File: src/hdl/tlrs_pkg.sv
// ----------------------------------------------------------------------------
// tlrs_pkg
// shared constants, types and codes for the trie edit-distance row step core
// ----------------------------------------------------------------------------
package tlrs_pkg;

	localparam int MAX_WORD    = 16;
	localparam int MAX_DEPTH   = 32;
	localparam int ROW_COLS    = MAX_WORD + 1;
	localparam int STACK_DEPTH = MAX_DEPTH * ROW_COLS;
	localparam int ADDR_W      = $clog2(STACK_DEPTH);
	localparam int COL_W       = $clog2(ROW_COLS);
	localparam int CHAR_IDX_W  = $clog2(MAX_WORD);
	localparam int VAL_W       = 6;
	localparam int DEPTH_W     = 6;
	localparam int LEN_W       = 5;
	localparam int CHAR_W      = 8;
	localparam int QWORD_W     = 64;
	localparam int CFG_IDX_W   = 2;

	typedef enum logic [CFG_IDX_W-1:0] {
		CFG_QUERY_LOW  = 2'd0,
		CFG_QUERY_HIGH = 2'd1,
		CFG_QUERY_LEN  = 2'd2,
		CFG_LIMIT      = 2'd3
	} cfg_idx_t;

	typedef enum logic [1:0] {
		ST_IDLE,
		ST_PRIME,
		ST_COLS,
		ST_FLUSH
	} seq_state_t;

	// per-cycle control from the sequencer to the column unit
	typedef struct packed {
		logic first;
		logic step;
		logic mismatch;
	} tlrs_ctrl_t;

endpackage

File: src/hdl/tlrs_ram.sv
// ----------------------------------------------------------------------------
// tlrs_ram
// generic single-write, single-read memory with registered read data
// ----------------------------------------------------------------------------
module tlrs_ram #(
	parameter int WIDTH = 8,
	parameter int DEPTH = 16
) (
	input  logic                     clk,
	input  logic                     we,
	input  logic [$clog2(DEPTH)-1:0] waddr,
	input  logic [WIDTH-1:0]         wdata,
	input  logic                     re,
	input  logic [$clog2(DEPTH)-1:0] raddr,
	output logic [WIDTH-1:0]         rdata
);

	logic [WIDTH-1:0] mem_q [DEPTH];

	always_ff @(posedge clk) begin
		if (we) begin
			mem_q[waddr] <= wdata;
		end
		if (re) begin
			rdata <= mem_q[raddr];
		end
	end

endmodule

File: src/hdl/tlrs_col_unit.sv
// ----------------------------------------------------------------------------
// tlrs_col_unit
// shared column unit: one edit-distance cell per cycle plus running minimum
// ----------------------------------------------------------------------------
module tlrs_col_unit (
	input  logic                       clk,
	input  tlrs_pkg::tlrs_ctrl_t       ctrl,
	input  logic [tlrs_pkg::VAL_W-1:0] prev_val,
	output logic [tlrs_pkg::VAL_W-1:0] col_val,
	output logic [tlrs_pkg::VAL_W-1:0] curr_q,
	output logic [tlrs_pkg::VAL_W-1:0] min_q
);

	logic [tlrs_pkg::VAL_W-1:0] prev_last_q;
	logic [tlrs_pkg::VAL_W:0]   ins_w;
	logic [tlrs_pkg::VAL_W:0]   del_w;
	logic [tlrs_pkg::VAL_W:0]   sub_w;
	logic [tlrs_pkg::VAL_W:0]   best_w;
	logic [tlrs_pkg::VAL_W-1:0] min_next;

	always_comb begin
		ins_w  = {1'b0, curr_q} + (tlrs_pkg::VAL_W+1)'(1);
		del_w  = {1'b0, prev_val} + (tlrs_pkg::VAL_W+1)'(1);
		sub_w  = {1'b0, prev_last_q} + (tlrs_pkg::VAL_W+1)'(ctrl.mismatch);
		best_w = (ins_w < del_w) ? ins_w : del_w;
		if (sub_w < best_w) begin
			best_w = sub_w;
		end
		// column 0 is just one more than the parent's column 0
		if (ctrl.first) begin
			best_w = del_w;
		end
		col_val  = best_w[tlrs_pkg::VAL_W-1:0];
		min_next = (ctrl.first || (col_val < min_q)) ? col_val : min_q;
	end

	always_ff @(posedge clk) begin
		if (ctrl.step) begin
			prev_last_q <= prev_val;
			curr_q      <= col_val;
			min_q       <= min_next;
		end
	end

endmodule

File: src/hdl/tlrs_seq.sv
// ----------------------------------------------------------------------------
// tlrs_seq
// sequencer: walks the columns of one row, drives row stack addresses
// ----------------------------------------------------------------------------
module tlrs_seq (
	input  logic                           clk,
	input  logic                           arst_n,
	input  logic                           start,
	input  logic [tlrs_pkg::DEPTH_W-1:0]   depth,
	input  logic [tlrs_pkg::CHAR_W-1:0]    letter,
	input  logic [tlrs_pkg::QWORD_W-1:0]   query_low,
	input  logic [tlrs_pkg::QWORD_W-1:0]   query_high,
	input  logic [tlrs_pkg::LEN_W-1:0]     query_len,
	input  logic                           out_free,
	input  logic [tlrs_pkg::VAL_W-1:0]     rd_data,
	output logic                           busy,
	output logic                           load,
	output logic                           rd_en,
	output logic [tlrs_pkg::ADDR_W-1:0]    rd_addr,
	output logic                           wr_en,
	output logic [tlrs_pkg::ADDR_W-1:0]    wr_addr,
	output tlrs_pkg::tlrs_ctrl_t           ctrl,
	output logic [tlrs_pkg::VAL_W-1:0]     prev_val
);

	tlrs_pkg::seq_state_t state_q, state_d;

	logic [tlrs_pkg::COL_W-1:0]    col_q;
	logic [tlrs_pkg::COL_W-1:0]    n_q;
	logic [tlrs_pkg::ADDR_W-1:0]   rd_base_q;
	logic [tlrs_pkg::ADDR_W-1:0]   wr_base_q;
	logic                          init_q;
	logic [tlrs_pkg::CHAR_W-1:0]   letter_q;

	logic [tlrs_pkg::DEPTH_W-1:0]  depth_sat;
	logic [tlrs_pkg::COL_W-1:0]    n_sat;
	logic [tlrs_pkg::COL_W-1:0]    rd_col;
	logic [tlrs_pkg::COL_W-1:0]    char_col;
	logic [2*tlrs_pkg::QWORD_W-1:0] query_vec;
	logic [tlrs_pkg::CHAR_W-1:0]   query_char;
	logic                          last_col;

	always_comb begin
		if (depth == '0) begin
			depth_sat = tlrs_pkg::DEPTH_W'(1);
		end else if (depth > tlrs_pkg::DEPTH_W'(tlrs_pkg::MAX_DEPTH)) begin
			depth_sat = tlrs_pkg::DEPTH_W'(tlrs_pkg::MAX_DEPTH);
		end else begin
			depth_sat = depth;
		end
		if (query_len == '0) begin
			n_sat = tlrs_pkg::COL_W'(1);
		end else if (query_len > tlrs_pkg::LEN_W'(tlrs_pkg::MAX_WORD)) begin
			n_sat = tlrs_pkg::COL_W'(tlrs_pkg::MAX_WORD);
		end else begin
			n_sat = tlrs_pkg::COL_W'(query_len);
		end
	end

	always_ff @(posedge clk) begin
		if (start) begin
			n_q      <= n_sat;
			init_q   <= (depth_sat == tlrs_pkg::DEPTH_W'(1));
			letter_q <= letter;
			// parent row sits at depth-2, the new row at depth-1
			rd_base_q <= tlrs_pkg::ADDR_W'(depth_sat - tlrs_pkg::DEPTH_W'(2))
				* tlrs_pkg::ADDR_W'(tlrs_pkg::ROW_COLS);
			wr_base_q <= tlrs_pkg::ADDR_W'(depth_sat - tlrs_pkg::DEPTH_W'(1))
				* tlrs_pkg::ADDR_W'(tlrs_pkg::ROW_COLS);
		end
	end

	always_ff @(posedge clk or negedge arst_n) begin
		if (!arst_n) begin
			state_q <= tlrs_pkg::ST_IDLE;
			col_q   <= '0;
		end else begin
			state_q <= state_d;
			if (start) begin
				col_q <= '0;
			end else if (state_q == tlrs_pkg::ST_COLS && !last_col) begin
				col_q <= col_q + tlrs_pkg::COL_W'(1);
			end
		end
	end

	always_comb begin
		query_vec  = {query_high, query_low};
		char_col   = col_q - tlrs_pkg::COL_W'(1);
		query_char = query_vec[{char_col[tlrs_pkg::CHAR_IDX_W-1:0], 3'b000} +: tlrs_pkg::CHAR_W];
		last_col   = (col_q == n_q);
		rd_col     = (state_q == tlrs_pkg::ST_PRIME) ? col_q : col_q + tlrs_pkg::COL_W'(1);
		rd_addr    = rd_base_q + tlrs_pkg::ADDR_W'(rd_col);
		wr_addr    = wr_base_q + tlrs_pkg::ADDR_W'(col_q);
		prev_val   = init_q ? tlrs_pkg::VAL_W'(col_q) : rd_data;

		state_d       = state_q;
		busy          = 1'b1;
		load          = 1'b0;
		rd_en         = 1'b0;
		wr_en         = 1'b0;
		ctrl.first    = (col_q == '0);
		ctrl.step     = 1'b0;
		ctrl.mismatch = (query_char != letter_q);

		case (state_q)
			tlrs_pkg::ST_IDLE: begin
				busy = 1'b0;
				if (start) begin
					state_d = tlrs_pkg::ST_PRIME;
				end
			end
			tlrs_pkg::ST_PRIME: begin
				rd_en   = !init_q;
				state_d = tlrs_pkg::ST_COLS;
			end
			tlrs_pkg::ST_COLS: begin
				ctrl.step = 1'b1;
				wr_en     = 1'b1;
				rd_en     = !init_q && !last_col;
				if (last_col) begin
					state_d = tlrs_pkg::ST_FLUSH;
				end
			end
			tlrs_pkg::ST_FLUSH: begin
				if (out_free) begin
					load    = 1'b1;
					state_d = tlrs_pkg::ST_IDLE;
				end
			end
			default: begin
				state_d = tlrs_pkg::ST_IDLE;
			end
		endcase
	end

endmodule

File: src/hdl/trie_levenshtein_row_step_core.sv
// ----------------------------------------------------------------------------
// trie_levenshtein_row_step_core
// edit-distance row step for a depth-first trie walk against a query word
// ----------------------------------------------------------------------------
// usage:
//   write the query characters, query length and distance limit through the
//   cfg channel (always ready) while no node request is in flight.
//   each node request carries depth, letter and end-of-word flag; the block
//   reads the parent row from the row stack (or uses 0..n at depth one),
//   stores the new row at the node's depth and returns one result request
//   with the last column, the row minimum and the match and descend flags.
//   parents must be visited before their children.
// operation:
//   with n the clipped query length, the column loop walks columns 0..n,
//   one column per cycle through the shared column unit, after a prime
//   state that starts the row stack read; a flush state then waits until
//   the result register is free and hands the row off, and the block goes
//   back to idle, where the next node request is taken. a new node is not
//   taken while a row is still being built.
// reset and stall:
//   reset clears the handshake state, the sequencer state and the cfg
//   registers to their defaults; the row stack, the result data and the
//   per-node registers are not cleared. a stalled result holds in its
//   register, and the block finishes the next row but waits to hand it off.
module trie_levenshtein_row_step_core (
	input  logic                              clk,
	input  logic                              arst_n,
	input  logic                              cfg_valid,
	output logic                              cfg_ready,
	input  logic [tlrs_pkg::CFG_IDX_W-1:0]    cfg_index,
	input  logic [tlrs_pkg::QWORD_W-1:0]      cfg_data,
	input  logic                              node_valid,
	output logic                              node_stall,
	input  logic [tlrs_pkg::DEPTH_W-1:0]      node_depth,
	input  logic [tlrs_pkg::CHAR_W-1:0]       node_letter,
	input  logic                              node_ends_word,
	output logic                              result_valid,
	input  logic                              result_stall,
	output logic [tlrs_pkg::VAL_W-1:0]        edit_distance,
	output logic                              is_match,
	output logic                              descend,
	output logic [tlrs_pkg::VAL_W-1:0]        row_minimum
);

	logic [tlrs_pkg::QWORD_W-1:0] query_low_q;
	logic [tlrs_pkg::QWORD_W-1:0] query_high_q;
	logic [tlrs_pkg::LEN_W-1:0]   query_len_q;
	logic [tlrs_pkg::VAL_W-1:0]   limit_q;

	logic                         ends_q;
	logic                         result_valid_q;
	logic [tlrs_pkg::VAL_W-1:0]   edit_distance_q;
	logic                         is_match_q;
	logic                         descend_q;
	logic [tlrs_pkg::VAL_W-1:0]   row_minimum_q;

	logic                         start;
	logic                         busy;
	logic                         load;
	logic                         out_free;
	logic                         rd_en;
	logic [tlrs_pkg::ADDR_W-1:0]  rd_addr;
	logic [tlrs_pkg::VAL_W-1:0]   rd_data;
	logic                         wr_en;
	logic [tlrs_pkg::ADDR_W-1:0]  wr_addr;
	tlrs_pkg::tlrs_ctrl_t         ctrl;
	logic [tlrs_pkg::VAL_W-1:0]   prev_val;
	logic [tlrs_pkg::VAL_W-1:0]   col_val;
	logic [tlrs_pkg::VAL_W-1:0]   curr_val;
	logic [tlrs_pkg::VAL_W-1:0]   min_val;

	assign cfg_ready  = 1'b1;
	assign node_stall = busy;
	assign start      = node_valid && !busy;
	assign out_free   = !result_valid_q || !result_stall;

	always_ff @(posedge clk or negedge arst_n) begin
		if (!arst_n) begin
			query_low_q  <= '0;
			query_high_q <= '0;
			query_len_q  <= tlrs_pkg::LEN_W'(1);
			limit_q      <= tlrs_pkg::VAL_W'(1);
		end else if (cfg_valid && cfg_ready) begin
			case (tlrs_pkg::cfg_idx_t'(cfg_index))
				tlrs_pkg::CFG_QUERY_LOW:  query_low_q  <= cfg_data;
				tlrs_pkg::CFG_QUERY_HIGH: query_high_q <= cfg_data;
				tlrs_pkg::CFG_QUERY_LEN:  query_len_q  <= cfg_data[tlrs_pkg::LEN_W-1:0];
				tlrs_pkg::CFG_LIMIT:      limit_q      <= cfg_data[tlrs_pkg::VAL_W-1:0];
				default: ;
			endcase
		end
	end

	always_ff @(posedge clk) begin
		if (start) begin
			ends_q <= node_ends_word;
		end
		if (load) begin
			edit_distance_q <= curr_val;
			row_minimum_q   <= min_val;
			is_match_q      <= ends_q && (curr_val <= limit_q);
			descend_q       <= (min_val <= limit_q);
		end
	end

	always_ff @(posedge clk or negedge arst_n) begin
		if (!arst_n) begin
			result_valid_q <= 1'b0;
		end else if (load) begin
			result_valid_q <= 1'b1;
		end else if (!result_stall) begin
			result_valid_q <= 1'b0;
		end
	end

	assign result_valid  = result_valid_q;
	assign edit_distance = edit_distance_q;
	assign is_match      = is_match_q;
	assign descend       = descend_q;
	assign row_minimum   = row_minimum_q;

	tlrs_seq u_seq (
		.clk        (clk),
		.arst_n     (arst_n),
		.start      (start),
		.depth      (node_depth),
		.letter     (node_letter),
		.query_low  (query_low_q),
		.query_high (query_high_q),
		.query_len  (query_len_q),
		.out_free   (out_free),
		.rd_data    (rd_data),
		.busy       (busy),
		.load       (load),
		.rd_en      (rd_en),
		.rd_addr    (rd_addr),
		.wr_en      (wr_en),
		.wr_addr    (wr_addr),
		.ctrl       (ctrl),
		.prev_val   (prev_val)
	);

	tlrs_col_unit u_col (
		.clk      (clk),
		.ctrl     (ctrl),
		.prev_val (prev_val),
		.col_val  (col_val),
		.curr_q   (curr_val),
		.min_q    (min_val)
	);

	tlrs_ram #(
		.WIDTH (tlrs_pkg::VAL_W),
		.DEPTH (tlrs_pkg::STACK_DEPTH)
	) u_row_stack (
		.clk   (clk),
		.we    (wr_en),
		.waddr (wr_addr),
		.wdata (col_val),
		.re    (rd_en),
		.raddr (rd_addr),
		.rdata (rd_data)
	);

`ifndef SYNTHESIS
	// parent row and new row never overlap
	a_no_rw_clash: assert property (@(posedge clk) disable iff (!arst_n)
		(rd_en && wr_en) |-> (rd_addr != wr_addr))
		else $error("row stack read and write hit the same entry");

	// the row minimum can never exceed the last column
	a_min_le_last: assert property (@(posedge clk) disable iff (!arst_n)
		result_valid |-> (row_minimum <= edit_distance))
		else $error("row minimum above last column");

	// a new result only appears after the sequencer hands one off
	a_result_from_load: assert property (@(posedge clk) disable iff (!arst_n)
		$rose(result_valid) |-> $past(load))
		else $error("result valid without a hand-off");

	// no node is taken while a row is still being built
	a_no_start_busy: assert property (@(posedge clk) disable iff (!arst_n)
		(ctrl.step || load) |-> !start)
		else $error("node accepted while busy");
`endif

endmodule
File: config.mk
export PLATFORM = sky130hd
export DESIGN_NAME = trie_levenshtein_row_step_core
export DESIGN_NICKNAME = d
export VERILOG_FILES = /design/src/hdl/tlrs_pkg.sv /design/src/hdl/tlrs_ram.sv /design/src/hdl/tlrs_col_unit.sv /design/src/hdl/tlrs_seq.sv /design/src/hdl/trie_levenshtein_row_step_core.sv
export SDC_FILE = /design/constraint.sdc
export NUM_CORES = 2
export LEC_CHECK = 0
export CAP_MARGIN = 15
export CORE_ASPECT_RATIO = 0.6
export CORE_UTILIZATION = 40
export CTS_BUF_LIST = sky130_fd_sc_hd__clkbuf_16
export CTS_CLUSTER_SIZE = 8
export DETAILED_ROUTE_END_ITERATION = 7
export DONT_BUFFER_PORTS = 1
export HOLD_SLACK_MARGIN = 0.08
export PLACE_DENSITY = 0.55
export SLEW_MARGIN = 10
export SYNTH_ARGS = -nofsm -noshare
export SYNTH_HDL_FRONTEND = slang
export SYNTH_SLANG_ARGS = --single-unit
File: constraint.sdc
create_clock -name clk -period 37.3 [get_ports clk]
set_input_delay 7.46 -clock clk [delete_from_list [all_inputs] [get_ports clk]]
set_output_delay 7.46 -clock clk [all_outputs]
set_load 0.02 [all_outputs]
==> run_results.csv <==
group,metric,value,unit
run_status,status,"finished clean",
setup_path,cp.required,37880,ps
routing,routed_via_density,5.963,
floorplan,core,0.3452,mm2
final_layout,drive_gt1_share,27.00,%
clock_tree,cts_hold_buf,0,
global_route,antenna_found_initial,27,
setup_path,crit_fanout,206,
clock_tree,cts_root_buf,"clkbuf_16",
routing,wl,383200,um
logic_synthesis,synth_top_area_cell,"edfxtp_1",
logic_synthesis,synth_top_area_share,72.18,%
sta,slew_violations,0,
clock_tree,numCtsBuffers,477,
routing,wl_per_cell,32.59,um
routing,drtAntennaViolNets,0,
hold_path,hp-class,"reg2reg",
sta,final-hold-violation-count,0,
final_layout,syn2layout_area_growth,13.23,%
routing,drt_first_iter_violations,9396,
clock_tree,cts_buffer_depth,4,
logic_synthesis,synth_area_leaders,"edfxtp_1 (72%), mux4_2 (16%), dfrtp_1 (2.6%), nor2_1 (1.6%), mux2_2 (1.4%)",
setup_path,path_class,"reg2reg",
logic_synthesis,synthMostInstantiatedCell,"edfxtp_1",
setup_path,slowest_delay,850,ps
sta,period_needed,10850,ps
floorplan,num_rows,167,
floorplan,die_w,762.5,um
setup_path,crit_arrival,11430,ps
floorplan,ioPinCount,103,
logic_synthesis,synth_seq_cells,3484,
clock_tree,post_cts_buffers,0,
clock_tree,path_clk_slew,60,ps
flow_run,maxCapViolCount,0,
sta,rsz0062_at_grt,"false",
clock_tree,cts_resized,0,
sta,clock_skew,82.63,ps
sta,tightest_slew,1365,ps
placement,port_buffers,0,
routing,first_pass_iters,5,
routing,route.detailed.drc,0,
setup_path,cpMaxStageDelayCell,"buf_4",
logic_synthesis,syn_inst,6745,
setup_path,startpoint_type,"flop",
sta,slew_headroom,9.017,%
final_layout,nets,7177,
logic_synthesis,yosys_warnings,0,
clock_tree,cts_max_level,5,
sta,max_freq,92.16,MHz
sta,timing.setup.tns,0,ps
clock_tree,tritoncts,"built",
sta,setup_viol,0,
logic_synthesis,synth_common_cells,"edfxtp_1 (3337), mux4_2 (965), nor2_1 (603)",
logic_synthesis,synth_ff_type,"edfxtp_1",
floorplan,die_area,0.3495,mm2
logic_synthesis,async_reset_ff_share,4.219,%
global_route,grt_max_degree,207,
floorplan,initial_core_util,40.22,%
clock_tree,clk_latency,960,ps
logic_synthesis,synth_area,0.1388,mm2
placement,hpwl,232600,um
clock_tree,cts.sinks,3484,
logic_synthesis,ys_seq_area_share,74.84,%
global_route,grt_pass1_wl,539200,um
sta,period_share,29.09,%
logic_synthesis,synth_edf_count,3337,
floorplan,die_h,458.3,um
placement,gp_congestion,0.8178,
logic_synthesis,synthesis.nets,6909,
setup_path,cpMostUsedCell,"buf_4",
logic_synthesis,ys_types,76,
global_route,grt-ovfl-total,0,
global_route,grt_pass1_vias,69060,
logic_synthesis,syn_area_per_cell,20.58,um2
routing,via_count,70110,
setup_path,endpoint_kind,"flop",
global_route,grt_use_total,21.61,%
area by class of cell:
class	instances	area [um2]
fillers	28870	188000
flip-flops and latches	3484	103900
well taps	4647	5814
multi-input cells	2827	33140
clock inverters	61	410.4
clock buffers	484	12110
inverters	39	146.4
diodes	31	77.57
repair buffers	184	1594
worst paths after layout:
check                          startpoint                        end  cells after the start  slack, ps
setup / recovery           u_seq.col_q[1]  u_row_stack.mem_q[303][5]                     27      26450
hold / removal             u_col.min_q[0]             row_minimum[0]                      0        460
setup reg to reg           u_seq.col_q[1]  u_row_stack.mem_q[303][5]                     27      26450
hold reg to reg            u_col.min_q[0]             row_minimum[0]                      0        460
max in group asynchronous          arst_n           query_high_q[51]                      0      30790
min in group asynchronous          arst_n             query_low_q[6]                      0       6230
cell families after synthesis:
logic type | synth area share (%)
buffers and inverters | 1.569
xor gates and xnor gates | 0.4209
adders and majority gates | 0.7247
AOI/OAI and AO/OA | 1.549
DFF | 74.84
and+or+nand+nor | 3.630
muxes | 17.27
other | 0.002701
stage by stage:
stage          util, %  hold slack [ps]  instances  worst slack [ps]  area, um2
2_1_floorplan        -            426.4       6745              5650     138800
3_3_place_gp     41.86            448.4      11170             26330     144500
3_5_place_dp     41.86            459.3      11180             26520     144500
4_1_cts          45.49            464.1      11720             26600     157000
5_1_grt          45.51            496.3      11730             25850     157100
6_report         45.54            462.3      11760             26450     157200
per-layer routing:
layer	wire (um)	vias up	track usage [%]	share of wire [%]
met5	117	-	0	0.031
met4	8432	13	5.026	2.2
met3	41540	491	6.491	11
met2	159300	3399	29.09	42
met1	173700	38080	34.17	45
li1	-	28130	-	-
worst max-delay path: cells and delay by family, from the launching register on:
kind	cells	cell delay, ps
AOI/OAI and AO/OA	5	770
xor gates and xnor gates	2	320
adders and majority gates	4	1460
buffers and inverters	8	4620
DFF	1	560
muxes	3	1170
and+or+nand+nor	5	960
cell usage in the layout (no fill, tap or decap), types with 31 or more instances in the layout:
master / instances
dfrtp_1: 144
buf_4: 166
inv_1: 83
xnor2_1: 36
nand2_2: 33
a21oi_1: 48
nand3_1: 76
ha_1: 73
mux2_2: 172
edfxtp_1: 3337
diode_2: 31
nand2_1: 324
a31oi_1: 68
and3_1: 54
nor2_1: 600
clkbuf_16: 484
mux4_2: 965
registers in the layout, indices dropped and copies added, names as in the netlist, 8 cells and up:
| signal | count |
|---|---|
| u_seq.letter_q | 8 |
| u_row_stack.mem_q | 3264 |
| query_high_q | 64 |
| u_seq.rd_base_q | 10 |
| u_seq.wr_base_q | 10 |
| query_low_q | 64 |
Power is not shown: default switching activity piles up to over one toggle a cycle in this logic, so the estimate is an artifact.
